--- src/rtl/biqc_delay_ram.sv ---
// Delay-line store with per-entry valid bits; invalid entries read as zero.
// Depends on nothing; registered read port, one write port.
`timescale 1ns / 1ps

module biqc_delay_ram #(
    parameter int DEPTH = 16,
    parameter int AW    = 4
) (
    input  logic          i_clk,
    input  logic          i_rst_n,
    input  logic          i_we,
    input  logic [AW-1:0] i_waddr,
    input  logic [63:0]   i_wdata,
    input  logic [AW-1:0] i_raddr,
    output logic [63:0]   o_rdata
);

    logic [63:0]      r_mem [DEPTH];
    logic [DEPTH-1:0] r_valid;
    logic [63:0]      r_rdata;
    logic             r_rvalid;

    always_ff @(posedge i_clk) begin
        if (i_we) begin
            r_mem[i_waddr] <= i_wdata;
        end
        r_rdata <= r_mem[i_raddr];
    end

    always_ff @(posedge i_clk) begin
        if (!i_rst_n) begin
            r_valid  <= '0;
            r_rvalid <= 1'b0;
        end else begin
            if (i_we) begin
                r_valid[i_waddr] <= 1'b1;
            end
            r_rvalid <= r_valid[i_raddr];
        end
    end

    assign o_rdata = r_rvalid ? r_rdata : '0;

endmodule

--- config.mk ---
export PLATFORM = sky130hd
export DESIGN_NAME = biqc_delay_ram
export DESIGN_NICKNAME = d
export VERILOG_FILES = /design/src/rtl/biqc_delay_ram.sv
export SDC_FILE = /design/constraint.sdc
export NUM_CORES = 1
export LEC_CHECK = 0
export BUFFER_PORTS_ARGS = -buffer_cell sky130_fd_sc_hd__buf_2
export CAP_MARGIN = 20
export CORE_MARGIN = 2
export CORE_UTILIZATION = 48
export CTS_BUF_LIST = sky130_fd_sc_hd__clkbuf_2
export DETAILED_ROUTE_END_ITERATION = 10
export GPL_ROUTABILITY_DRIVEN = 0
export SLEW_MARGIN = 20
export SYNTH_ARGS = -nofsm -noshare
export SYNTH_HDL_FRONTEND = slang
export SYNTH_SLANG_ARGS = --single-unit
--- constraint.sdc ---
create_clock -name i_clk -period 7.6 [get_ports i_clk]
set_input_delay 1.52 -clock i_clk [delete_from_list [all_inputs] [get_ports i_clk]]
set_output_delay 1.52 -clock i_clk [all_outputs]
set_load 0.01 [all_outputs]
==> metrics.cfg <==
[routing]
wl_met2_mm=42.47
drt-met1-wl_mm=36.95
drt_pass1_iterations=5
met3_length_mm=5.546
highest_layer=met5
wl_per_cell_um=24.98
first_iter_violations=1581
wirelength_mm=86.68
drc=0
drtAntennaViolNets=0
vias=19420
viasPerCell=5.597

[pwr]
p_comb_frac=0.050
power.switching_uw=2617
powerDensity_nw_per_um2=247.6
netSwitchingFraction=0.2343
pwr-share-clk=0.338
internal_power_uw=8552
ir_drop_uv=142.5
power_frac_seq=0.612
leakagePower_uw=0.01516

[global_routing]
grt_pass1_vias=21380
grt_pass1_wl_mm=130.0
antenna_found_initial=15
track_usage=0.2060
gr-total-overflow=0
grt_max_degree=129

[worst_setup_path]
startpoint_type=flip-flop
cpPeakStageDelay_ns=0.86
critPathRequiredTime_ns=6.08
worstPathCellList=buf_4 -> and2_1 -> buf_2
worst_path_max_delay_cell=dfxtp_2
critPathMaxFanout=34
worst_ep_arrival_time_ns=3.15
timing.critical_path.buf_inv=2
cp_top_family=flip-flops
endpoint_kind=output pin
worstSetupPathType=flip-flop to output pin

[placement]
dp_hpwl_mm=43.41
dp.cells=2978
io_buffers=138

[synth]
synth_nets=1846
yosysSeqAreaShare=0.7981
yosys_warnings=0
synth_top_family_by_area=multiplexers
synth_area_um2=40560
yosysUniqueCellTypes=22
syn_inst=1771
synth_seq_cells=1105
yosys.area_share.xor_xnor=0
synth-compound-area-share=0.02718
synthAdderAreaFrac=0
synth_area_per_cell_um2=22.90
synth-simple-area-share=0.01990
synth_mux_area_frac=0.1443

[floorplan]
coreArea_um2=83690
dieArea_um2=86840
die_w_um=294.7
io_pins=139
start_util=0.4846
fp.dieH_um=294.7
rows=106

[timing]
fin_crit_ns=4.668
rsz0062_at_grt=false
fmax_ghz=0.2142
setup_violations=0
relSlewSlack=0.2931
finClkSkew_ns=0.1194
worst_pin_slew_ns=1.060
hold_viol=0
slew_violations=0
period_share=0.6142
fin_setup_tns_ns=0

[clock_tree]
numCtsBuffers=290
clkSlewWorstSetupHoldPaths_ns=0.11
clock_path_buffers=4
holdBufCountCts=0
cts_max_level=5
cts.sinks=1105
cts_tree=yes
post_cts_resized=0
clock_latency_ns=1.48
root_buffer=clkbuf_2
postCtsSetupBuffers=0

[layout]
multi_input_area_um2=7895
area.sequential_um2=32370
fin_cells=3470
finalNetCount=2212
fillers=6583
drive_gt1_frac=0.3849
syn2layout_area_growth_pct=11.21

[run_status]
status=complete, no violations

[flow_run]
max-cap-violations=0

[hold_path]
min-delay-path-class=input pin to flip-flop

-- power groups by stage --
stage / Clock, uW / Sequential (uW) / Combinational, uW
2_1_floorplan: 0 / 6960 / 345
3_3_place_gp: 0 / 6970 / 558
3_5_place_dp: 0 / 6980 / 569
4_1_cts: 3910 / 6840 / 570
5_1_grt: 4230 / 6850 / 610
6_report: 3770 / 6840 / 558
-- registers in the layout, indices dropped and copies added, names as in the netlist --
name	flops
r_valid	16
r_rdata	64
r_rvalid	1
r_mem	1024
-- Yosys cell counts --
cell,count,area share
buf_6,2,0.00056
mux4_2,258,0.14
edfxtp_1,1024,0.76
o211ai_1,2,0.00037
nand2_1,68,0.0063
and2_1,65,0.010
nor2_1,13,0.0012
buf_4,6,0.0011
o22ai_1,1,0.00015
or3b_1,1,0.00022
a22oi_1,128,0.024
buf_1,5,0.00046
buf_2,26,0.0032
nand3b_1,2,0.00037
mux2i_1,4,0.00099
clkbuf_1,56,0.0052
dfxtp_1,81,0.040
nand2b_1,3,0.00046
nor3_1,4,0.00049
o21a_1,16,0.0030
nor2b_1,3,0.00046
nand3_1,3,0.00037
-- worst paths after layout --
| path | from | end | slack [ns] | cells after the start |
|---|---|---|---|---|
| min | i_wdata[1] | r_mem[14][1] | 0.41 | 1 |
| min reg2reg | r_valid[13] | r_valid[13] | 0.47 | 1 |
| max | r_rvalid | o_rdata[12] | 2.93 | 3 |
| max reg2reg | r_mem[15][33] | r_rdata[33] | 6.10 | 3 |
-- logic make-up after synthesis --
family | after synthesis
flip-flops | 1105
AND/OR/NAND/NOR | 162
AO/OA/AOI/OAI | 147
buffers and inverters | 95
multiplexers | 262
-- cell type report --
type                       count  area share
sequential                  1105      0.7177
multi-input combinational    571      0.1750
clock buffer                 436     0.04838
tap                         1134     0.03146
timing repair buffer         169     0.02219
clock inverter                47    0.004744
antenna                        8   0.0004439
-- per-stage QoR --
step	setup WS, ns	utilization	cell area, um2	hold WS, ns	total power (uW)
global placement	3.300	0.5097	42660	0.4415	7528
finish	2.932	0.5389	45100	0.4053	11170
detailed placement	3.292	0.5097	42660	0.4532	7547
CTS	2.638	0.5384	45060	0.1963	11320
floorplan	0.6726	-	40560	0.4354	7301
global route	2.600	0.5389	45100	0.2511	11690
-- placed cells by master, fill, tap and decap left out, drive strengths merged --
cell type | Yosys | layout
mux4 | 258 | 258
inv | 0 | 5
clkinv | 0 | 41
or3b | 1 | 1
diode | 0 | 8
clkbuf | 56 | 436
nand3 | 3 | 3
nand2 | 68 | 68
edfxtp | 1024 | 1024
nand2b | 3 | 3
nor3 | 4 | 4
bufinv | 0 | 1
mux2i | 4 | 4
nor2 | 13 | 13
nor2b | 3 | 3
and2 | 65 | 65
o21a | 16 | 16
o211ai | 2 | 2
nand3b | 2 | 2
a22oi | 128 | 128
o22ai | 1 | 1
dfxtp | 81 | 81
buf | 39 | 169
-- layer usage --
| layer | global-route usage | vias to the layer above |
|---|---|---|
| met5 | 0 | - |
| met4 | 0.06608 | 10 |
| met3 | 0.05527 | 124 |
| met2 | 0.3285 | 643 |
| met1 | 0.2789 | 10290 |
| li1 | - | 8351 |
Note: power is estimated with default switching activity, not from simulation.
