[src/rtl/biqc_pkg.sv]
// Shared types, constants and helpers for the biquad cascade filter.
// No dependencies; the ALU, the top level and the checker in rtl/ import it.
`timescale 1ns / 1ps

package biqc_pkg;

    localparam int MAX_BIQUADS_DEF  = 8;
    localparam int COEFS_PER_BIQUAD = 7;
    localparam int DELAYS_PER_BIQUAD = 2;
    localparam int SAMPLE_W         = 32;
    localparam int CFG_W            = 4;
    localparam int ACC_W            = 64;

    // Input opcodes
    localparam logic OP_SAMPLE = 1'b0;
    localparam logic OP_COEF   = 1'b1;

    // Register index (byte address bit 2)
    localparam logic REG_BIQUAD_COUNT  = 1'b0;
    localparam logic REG_SERIES_LENGTH = 1'b1;

    // Coefficient slot inside one biquad
    localparam logic [2:0] K_A2    = 3'd0;
    localparam logic [2:0] K_A1    = 3'd1;
    localparam logic [2:0] K_B2    = 3'd2;
    localparam logic [2:0] K_B1    = 3'd3;
    localparam logic [2:0] K_B0    = 3'd4;
    localparam logic [2:0] K_SHIFT = 3'd5;
    localparam logic [2:0] K_GAIN  = 3'd6;

    // Arithmetic constants
    localparam logic signed [ACC_W-1:0] ROUND_Q30 = 64'sh0000_0000_2000_0000;
    localparam int                      Q30_SHIFT = 30;
    localparam logic signed [32:0]      GAIN_SHIFT_BASE = 33'sd14;
    localparam logic signed [32:0]      SHIFT_MIN = 33'sd1;
    localparam logic signed [32:0]      SHIFT_MAX = 33'sd62;

    typedef enum logic [3:0] {
        ST_IDLE,
        ST_BRANCH,
        ST_S0,
        ST_S1,
        ST_S2,
        ST_S3,
        ST_S4,
        ST_S5,
        ST_S6,
        ST_S7,
        ST_S8,
        ST_S9,
        ST_BR_END,
        ST_DONE
    } t_state;

    typedef struct packed {
        t_state step;
        logic   load_x;
        logic   branch_init;
        logic   pass_x;
    } t_alu_ctl;

    function automatic logic signed [SAMPLE_W-1:0] sat32(input logic signed [ACC_W-1:0] v);
        logic signed [SAMPLE_W-1:0] r;
        if (v > 64'sh0000_0000_7FFF_FFFF) begin
            r = 32'sh7FFF_FFFF;
        end else if (v < -64'sh0000_0000_8000_0000) begin
            r = 32'sh8000_0000;
        end else begin
            r = v[SAMPLE_W-1:0];
        end
        return r;
    endfunction

endpackage

[src/rtl/biqc_alu.sv]
// Shared multiply-accumulate datapath, stepped by the sequencer in the top level.
// Depends on biqc_pkg (t_alu_ctl, t_state, sat32 and arithmetic constants).
`timescale 1ns / 1ps

module biqc_alu #(
    parameter int MAX_BIQUADS = biqc_pkg::MAX_BIQUADS_DEF
) (
    input  logic                     i_clk,
    input  biqc_pkg::t_alu_ctl       i_ctl,
    input  logic signed [31:0]       i_value,
    input  logic signed [31:0]       i_coef,
    input  logic signed [63:0]       i_delay,
    output logic signed [63:0]       o_acc,
    output logic signed [63:0]       o_acc2,
    output logic signed [31:0]       o_total
);

    import biqc_pkg::*;

    localparam int TW = SAMPLE_W + $clog2(MAX_BIQUADS + 1) + 1;
    localparam logic signed [TW-1:0] T_MAX = TW'(32'sh7FFF_FFFF);
    localparam logic signed [TW-1:0] T_MIN = TW'(32'sh8000_0000);

    logic signed [31:0] r_x;
    logic signed [31:0] r_sig;
    logic signed [31:0] r_y;
    logic signed [63:0] r_prod;
    logic signed [63:0] r_d0;
    logic signed [63:0] r_d1;
    logic signed [63:0] r_acc;
    logic signed [63:0] r_acc2;
    logic        [5:0]  r_sh;
    logic signed [TW-1:0] r_total;

    logic signed [31:0] w_mul_b;
    logic signed [63:0] w_prod;
    logic signed [32:0] w_sh_sum;
    logic        [5:0]  w_sh_clamped;
    logic signed [63:0] w_round;

    // Multiplier operand: the branch signal for feed-forward taps, y for the rest
    always_comb begin
        case (i_ctl.step)
            ST_S4, ST_S5, ST_S7: w_mul_b = r_y;
            default:             w_mul_b = r_sig;
        endcase
    end

    assign w_prod   = i_coef * w_mul_b;
    assign w_sh_sum = {i_coef[31], i_coef} + GAIN_SHIFT_BASE;
    assign w_round  = 64'sd1 <<< (r_sh - 6'd1);

    always_comb begin
        if (w_sh_sum < SHIFT_MIN) begin
            w_sh_clamped = SHIFT_MIN[5:0];
        end else if (w_sh_sum > SHIFT_MAX) begin
            w_sh_clamped = SHIFT_MAX[5:0];
        end else begin
            w_sh_clamped = w_sh_sum[5:0];
        end
    end

    always_ff @(posedge i_clk) begin
        if (i_ctl.load_x) begin
            r_x     <= i_value;
            r_total <= '0;
        end
        if (i_ctl.branch_init) begin
            r_sig <= r_x;
        end
        if (i_ctl.pass_x) begin
            r_total <= TW'(r_x);
        end
        case (i_ctl.step)
            ST_S1: begin
                r_prod <= w_prod;
                r_d0   <= i_delay;
            end
            ST_S2: begin
                r_prod <= w_prod;
                r_d1   <= i_delay;
                r_acc  <= r_prod + r_d0 + ROUND_Q30;
            end
            ST_S3: begin
                r_prod <= w_prod;
                r_y    <= sat32(r_acc >>> Q30_SHIFT);
                r_acc  <= r_d1 + r_prod;
            end
            ST_S4: begin
                r_prod <= w_prod;
                r_acc2 <= r_prod;
            end
            ST_S5: begin
                r_prod <= w_prod;
                r_acc  <= r_acc + r_prod;
            end
            ST_S6: begin
                r_acc2 <= r_acc2 + r_prod;
                r_sh   <= w_sh_clamped;
            end
            ST_S7: begin
                r_prod <= w_prod;
            end
            ST_S8: begin
                r_acc <= r_prod + w_round;
            end
            ST_S9: begin
                r_sig <= sat32(r_acc >>> r_sh);
            end
            ST_BR_END: begin
                r_total <= r_total + TW'(r_sig);
            end
            default: begin
            end
        endcase
    end

    assign o_acc  = r_acc;
    assign o_acc2 = r_acc2;

    always_comb begin
        if (r_total > T_MAX) begin
            o_total = 32'sh7FFF_FFFF;
        end else if (r_total < T_MIN) begin
            o_total = 32'sh8000_0000;
        end else begin
            o_total = r_total[31:0];
        end
    end

endmodule

[config.mk]
export PLATFORM = sky130hd
export DESIGN_NAME = biqc_alu
export DESIGN_NICKNAME = d
export VERILOG_FILES = /design/src/rtl/biqc_pkg.sv /design/src/rtl/biqc_alu.sv
export SDC_FILE = /design/constraint.sdc
export NUM_CORES = 2
export LEC_CHECK = 0
export BUFFER_PORTS_ARGS = -buffer_cell sky130_fd_sc_hd__buf_4
export CAP_MARGIN = 0
export CORE_MARGIN = 4
export CORE_UTILIZATION = 55
export CTS_BUF_LIST = sky130_fd_sc_hd__clkbuf_16
export DETAILED_ROUTE_END_ITERATION = 6
export PLACE_DENSITY = 0.72
export REMOVE_ABC_BUFFERS = 1
export SYNTH_ARGS = -nofsm -noshare
export SYNTH_HDL_FRONTEND = slang
export SYNTH_SLANG_ARGS = --single-unit
[constraint.sdc]
create_clock -name i_clk -period 10.75 [get_ports i_clk]
set_clock_uncertainty 0.1 [all_clocks]
set_input_delay 0.5375 -clock i_clk [delete_from_list [all_inputs] [get_ports i_clk]]
set_output_delay 0.5375 -clock i_clk [all_outputs]
set_load 0.01 [all_outputs]
==> impl_metrics.csv <==
group,metric,value,unit
synthesis,synth.lib_cells_used.distinct,90,
critical_path,cpLargestDelayFamily,"adder cells",
layout,mostFrequentLayoutCells,"sky130_fd_sc_hd__fa_1, sky130_fd_sc_hd__inv_1, sky130_fd_sc_hd__nand2_1",
synthesis,synthesis.area,0.0717,mm2
placement,dp_cells,9326,
critical_path,setup.worst_path.start,"i_ctl[5]",
critical_path,critPathSlowestCell,"sky130_fd_sc_hd__mux2i_4",
grt,global_route.overflow_total,0,
critical_path,critical_path_depth,32,
timing,worst_slew_pin_slew,1.18,ns
timing,slew_headroom,20.1,%
critical_path,buffers_plus_inverters_on_the_worst_setup_path,8,
timing,grt_setup_unrepaired,"no",
layout,layout.area.seq,0.0138,mm2
critical_path,crit_arrival,9.86,ns
critical_path,r2r-start,"r_sig[2]$_DFFE_PP_",
clock_network,cts_tree,"done",
layout,fin_nets,9427,
layout,layout_cells_sized_above_1,8.13,%
synthesis,seq_area_frac_synth,19.2,%
critical_path,ff2ff_path_depth,25,
critical_path,crit_path_start_kind,"input port",
synthesis,ys_dominant_reg_cell,"sky130_fd_sc_hd__edfxtp_1",
detailed_routing,drt_first_pass_iters,6,
layout,multi_input_gate_area,0.0526,mm2
placement,number_of_port_buffers,295,
clock_network,ctsLongestPathBuffers,3,
detailed_routing,drc,0,
detailed_routing,number_of_antenna_violating_nets_in_the_routed_design,0,
grt,initial_antenna_violation_count,8,
floorplanning,floorplan.initialDensity,55.4,%
critical_path,rr_endpoint,"r_prod[60]$_DFFE_PP_",
detailed_routing,route.final.wire_length,232000,um
layout,most_frequent_standard_cell_in_the_layout_excluding_fill_and_tap_cells,"sky130_fd_sc_hd__fa_1",
critical_path,worstPathRequired,11.01,ns
grt,first_global_vias,59700,
synthesis,synth_async_sr_flop_share,0,%
clock_network,clk_pin_slew_worst_paths,0.06,ns
timing,max_clock_freq,104,MHz
clock_network,worst_skew_pair_latency,0.66,ns
timing,hold_viol_final,0,
critical_path,setup_slack_of_the_most_critical_reg_to_reg_path,1.69,ns
detailed_routing,overall_via_count_from_detail_route,58100,
floorplanning,fp.coreArea,0.129,mm2
layout,flow.area_growth_from_synthesis,8.97,%
critical_path,worstSetupEndpointType,"register",
timing,worst_hold_slack,0.0497,ns
status,run_status,"completed",
layout,postLayoutCoreUtil,60.3,%
timing,finalSetupViolCount,0,
clock_network,clkSinkCount,459,
clock_network,level_count_of_the_clock_h_tree,2,
synthesis,postSynthAreaPerCell,9.40,um2
synthesis,synth-seq-cells,459,
grt,grt_pass1_wl,356000,um
timing,fin_crit,9.60,ns
placement,gpl.final_weighted_congestion,1.03,
timing,fin_setup_tns,0,ns
clock_network,cts_setup_buffers,0,
critical_path,worst_path_largest_cell_delay,0.57,ns
floorplanning,top_level_ports,296,
floorplanning,floorplan.die.width,369,um
timing,layout_worst_path_cycle_share,89.3,%
critical_path,critical_path.max_fanout,20,
floorplanning,rows,132,
clock_network,ctsRootBufferMaster,"sky130_fd_sc_hd__clkbuf_16",
layout,fill_cells,11200,
timing,final-max-slew-violation-count,0,
layout,final_cell_count_no_fill,9515,
critical_path,worst_path_most_repeated_cell,"sky130_fd_sc_hd__fa_1",
synthesis,yosys_warnings,0,
grt,grt_util_all_layers,34.1,%
grt,maximum_number_of_pins_on_one_net_before_global_route_repair,75,
clock_network,cts_inserted_buffers,52,
detailed_routing,vias_per_cell,6.11,
synthesis,postSynthCellCount,7629,
floorplanning,die_height,369,um
critical_path,path_type_of_the_worst_setup_path,"in2reg",
flow_run,maxCapViolations,0,
floorplanning,fp.dieArea,0.136,mm2
detailed_routing,drt_first_iter_violations,5830,
clock_network,post_cts_resize_count,0,
detailed_routing,routedWlPerCell,24.4,um
hold_path,worstHoldPathType,"in2reg",
critical_path,capture_point_of_the_worst_path,"r_prod[62]$_DFFE_PP_",
placement,dp.final_hpwl,184000,um
synthesis,synth_edf_count,459,
==> stage by stage <==
stage               instance area [um2]  setup WS [ns]
floorplan                         70100         -0.761
global placement                  75300          0.818
detailed placement                75300          0.699
CTS                               78100           1.30
global route                      78100          0.790
finish                            78100           1.15
==> sequential cells by signal (all words and copies together) (netlist names) <==
signal / flops
r_total: 37
o_acc2: 64
r_d0: 64
r_sh: 6
r_prod: 64
o_acc: 64
r_d1: 64
r_sig: 32
r_y: 32
r_x: 32
==> worst reg2reg max path, cell delays in order, from the launching register on <==
cell	delay [ns]
sky130_fd_sc_hd__edfxtp_1	0.38
sky130_fd_sc_hd__mux2_2	0.81
sky130_fd_sc_hd__nand2_1	0.24
sky130_fd_sc_hd__inv_1	0.18
sky130_fd_sc_hd__fa_1	0.46
sky130_fd_sc_hd__fa_1	0.50
sky130_fd_sc_hd__fa_1	1.05
sky130_fd_sc_hd__fa_1	0.57
sky130_fd_sc_hd__fa_1	0.50
sky130_fd_sc_hd__fa_1	0.64
sky130_fd_sc_hd__fa_1	0.47
sky130_fd_sc_hd__fa_1	0.44
sky130_fd_sc_hd__ha_1	0.35
sky130_fd_sc_hd__a21o_1	0.17
sky130_fd_sc_hd__a21o_1	0.18
sky130_fd_sc_hd__a21o_1	0.17
sky130_fd_sc_hd__a21o_1	0.17
sky130_fd_sc_hd__a21oi_1	0.21
sky130_fd_sc_hd__o21ai_0	0.14
sky130_fd_sc_hd__a41oi_2	0.31
sky130_fd_sc_hd__o31ai_1	0.13
sky130_fd_sc_hd__buf_4	0.15
sky130_fd_sc_hd__o21ai_2	0.18
sky130_fd_sc_hd__buf_4	0.15
sky130_fd_sc_hd__nand3_1	0.07
sky130_fd_sc_hd__o311ai_0	0.11
==> worst min path at each step <==
stage / startpoint / to / depth (start not counted)
after CTS: i_delay[47] / r_d0[47]$_DFFE_PP_ / 1
after global placement: r_x[17]$_DFFE_PP_ / r_total[17]$_DFFE_PP_ / 2
after detailed placement: r_x[21]$_DFFE_PP_ / r_total[21]$_DFFE_PP_ / 2
after floorplan: r_x[31]$_DFFE_PP_ / r_sig[31]$_DFFE_PP_ / 2
after global routing: i_delay[52] / r_d0[52]$_DFFE_PP_ / 1
final: i_delay[52] / r_d0[52]$_DFFE_PP_ / 1
==> synth_stat cells (all sizes together), types with 13 or more instances <==
master,instances,area share (%)
or3,20,0.17
nor2,389,2.0
o31ai,18,0.20
nand3,126,0.88
mux2i,84,1.2
a21boi,15,0.16
a211oi,48,0.52
mux4,52,1.6
and2,283,2.5
clkbuf,373,2.0
buf,54,0.34
nor2b,257,2.2
nand2,885,4.6
o211ai,57,0.60
mux2,38,0.60
nor3,52,0.36
o21ai,397,2.8
or2,18,0.16
edfxtp,459,19
nor4,18,0.16
xnor2,168,2.1
o21bai,53,0.55
inv,1039,5.4
nand2b,52,0.45
a31oi,32,0.28
fa,1086,30
a22oi,65,0.68
a21oi,405,2.8
xor2,103,1.3
nand4,66,0.58
and3,30,0.26
ha,474,8.3
a21o,169,1.8
a41oi,13,0.19
o21a,74,0.77
==> metal layers <==
layer / vias up / track usage, % / part of all wire (%)
met1: 29300 / 43.8 / 38
met4: 2 / 17.7 / 6.4
met2: 2780 / 56.9 / 48
met3: 627 / 4.24 / 7.9
li1: 25400 / - / -
met5: - / 0 / 0.0073
==> timing repair <==
item                                    4_1_cts  5_1_grt
endpoints found under the setup margin        0        0
hold endpoints to repair                    151        0
hold buffers                                 93        0
==> cell families after synthesis <==
group / after synthesis / synth area share (%)
muxes: 174 / 3.40
and+or+nand+nor: 2236 / 14.9
DFF: 459 / 19.2
buffers and inverters: 1468 / 7.75
adders and majority gates: 1560 / 38.6
AOI/OAI and AO/OA: 1461 / 12.9
xor gates and xnor gates: 271 / 3.31
==> layout make-up <==
class / count / area share, %
multi-input cells: 5702 / 67.3
diodes: 1 / 0.00320
inverters: 1041 / 5.00
well taps: 1742 / 2.79
flip-flops and latches: 459 / 17.6
repair buffers: 475 / 4.86
clock inverters: 43 / 0.725
clock buffers: 52 / 1.67
Power is not shown: default switching activity piles up to over one toggle a cycle in this logic, so the estimate is an artifact.
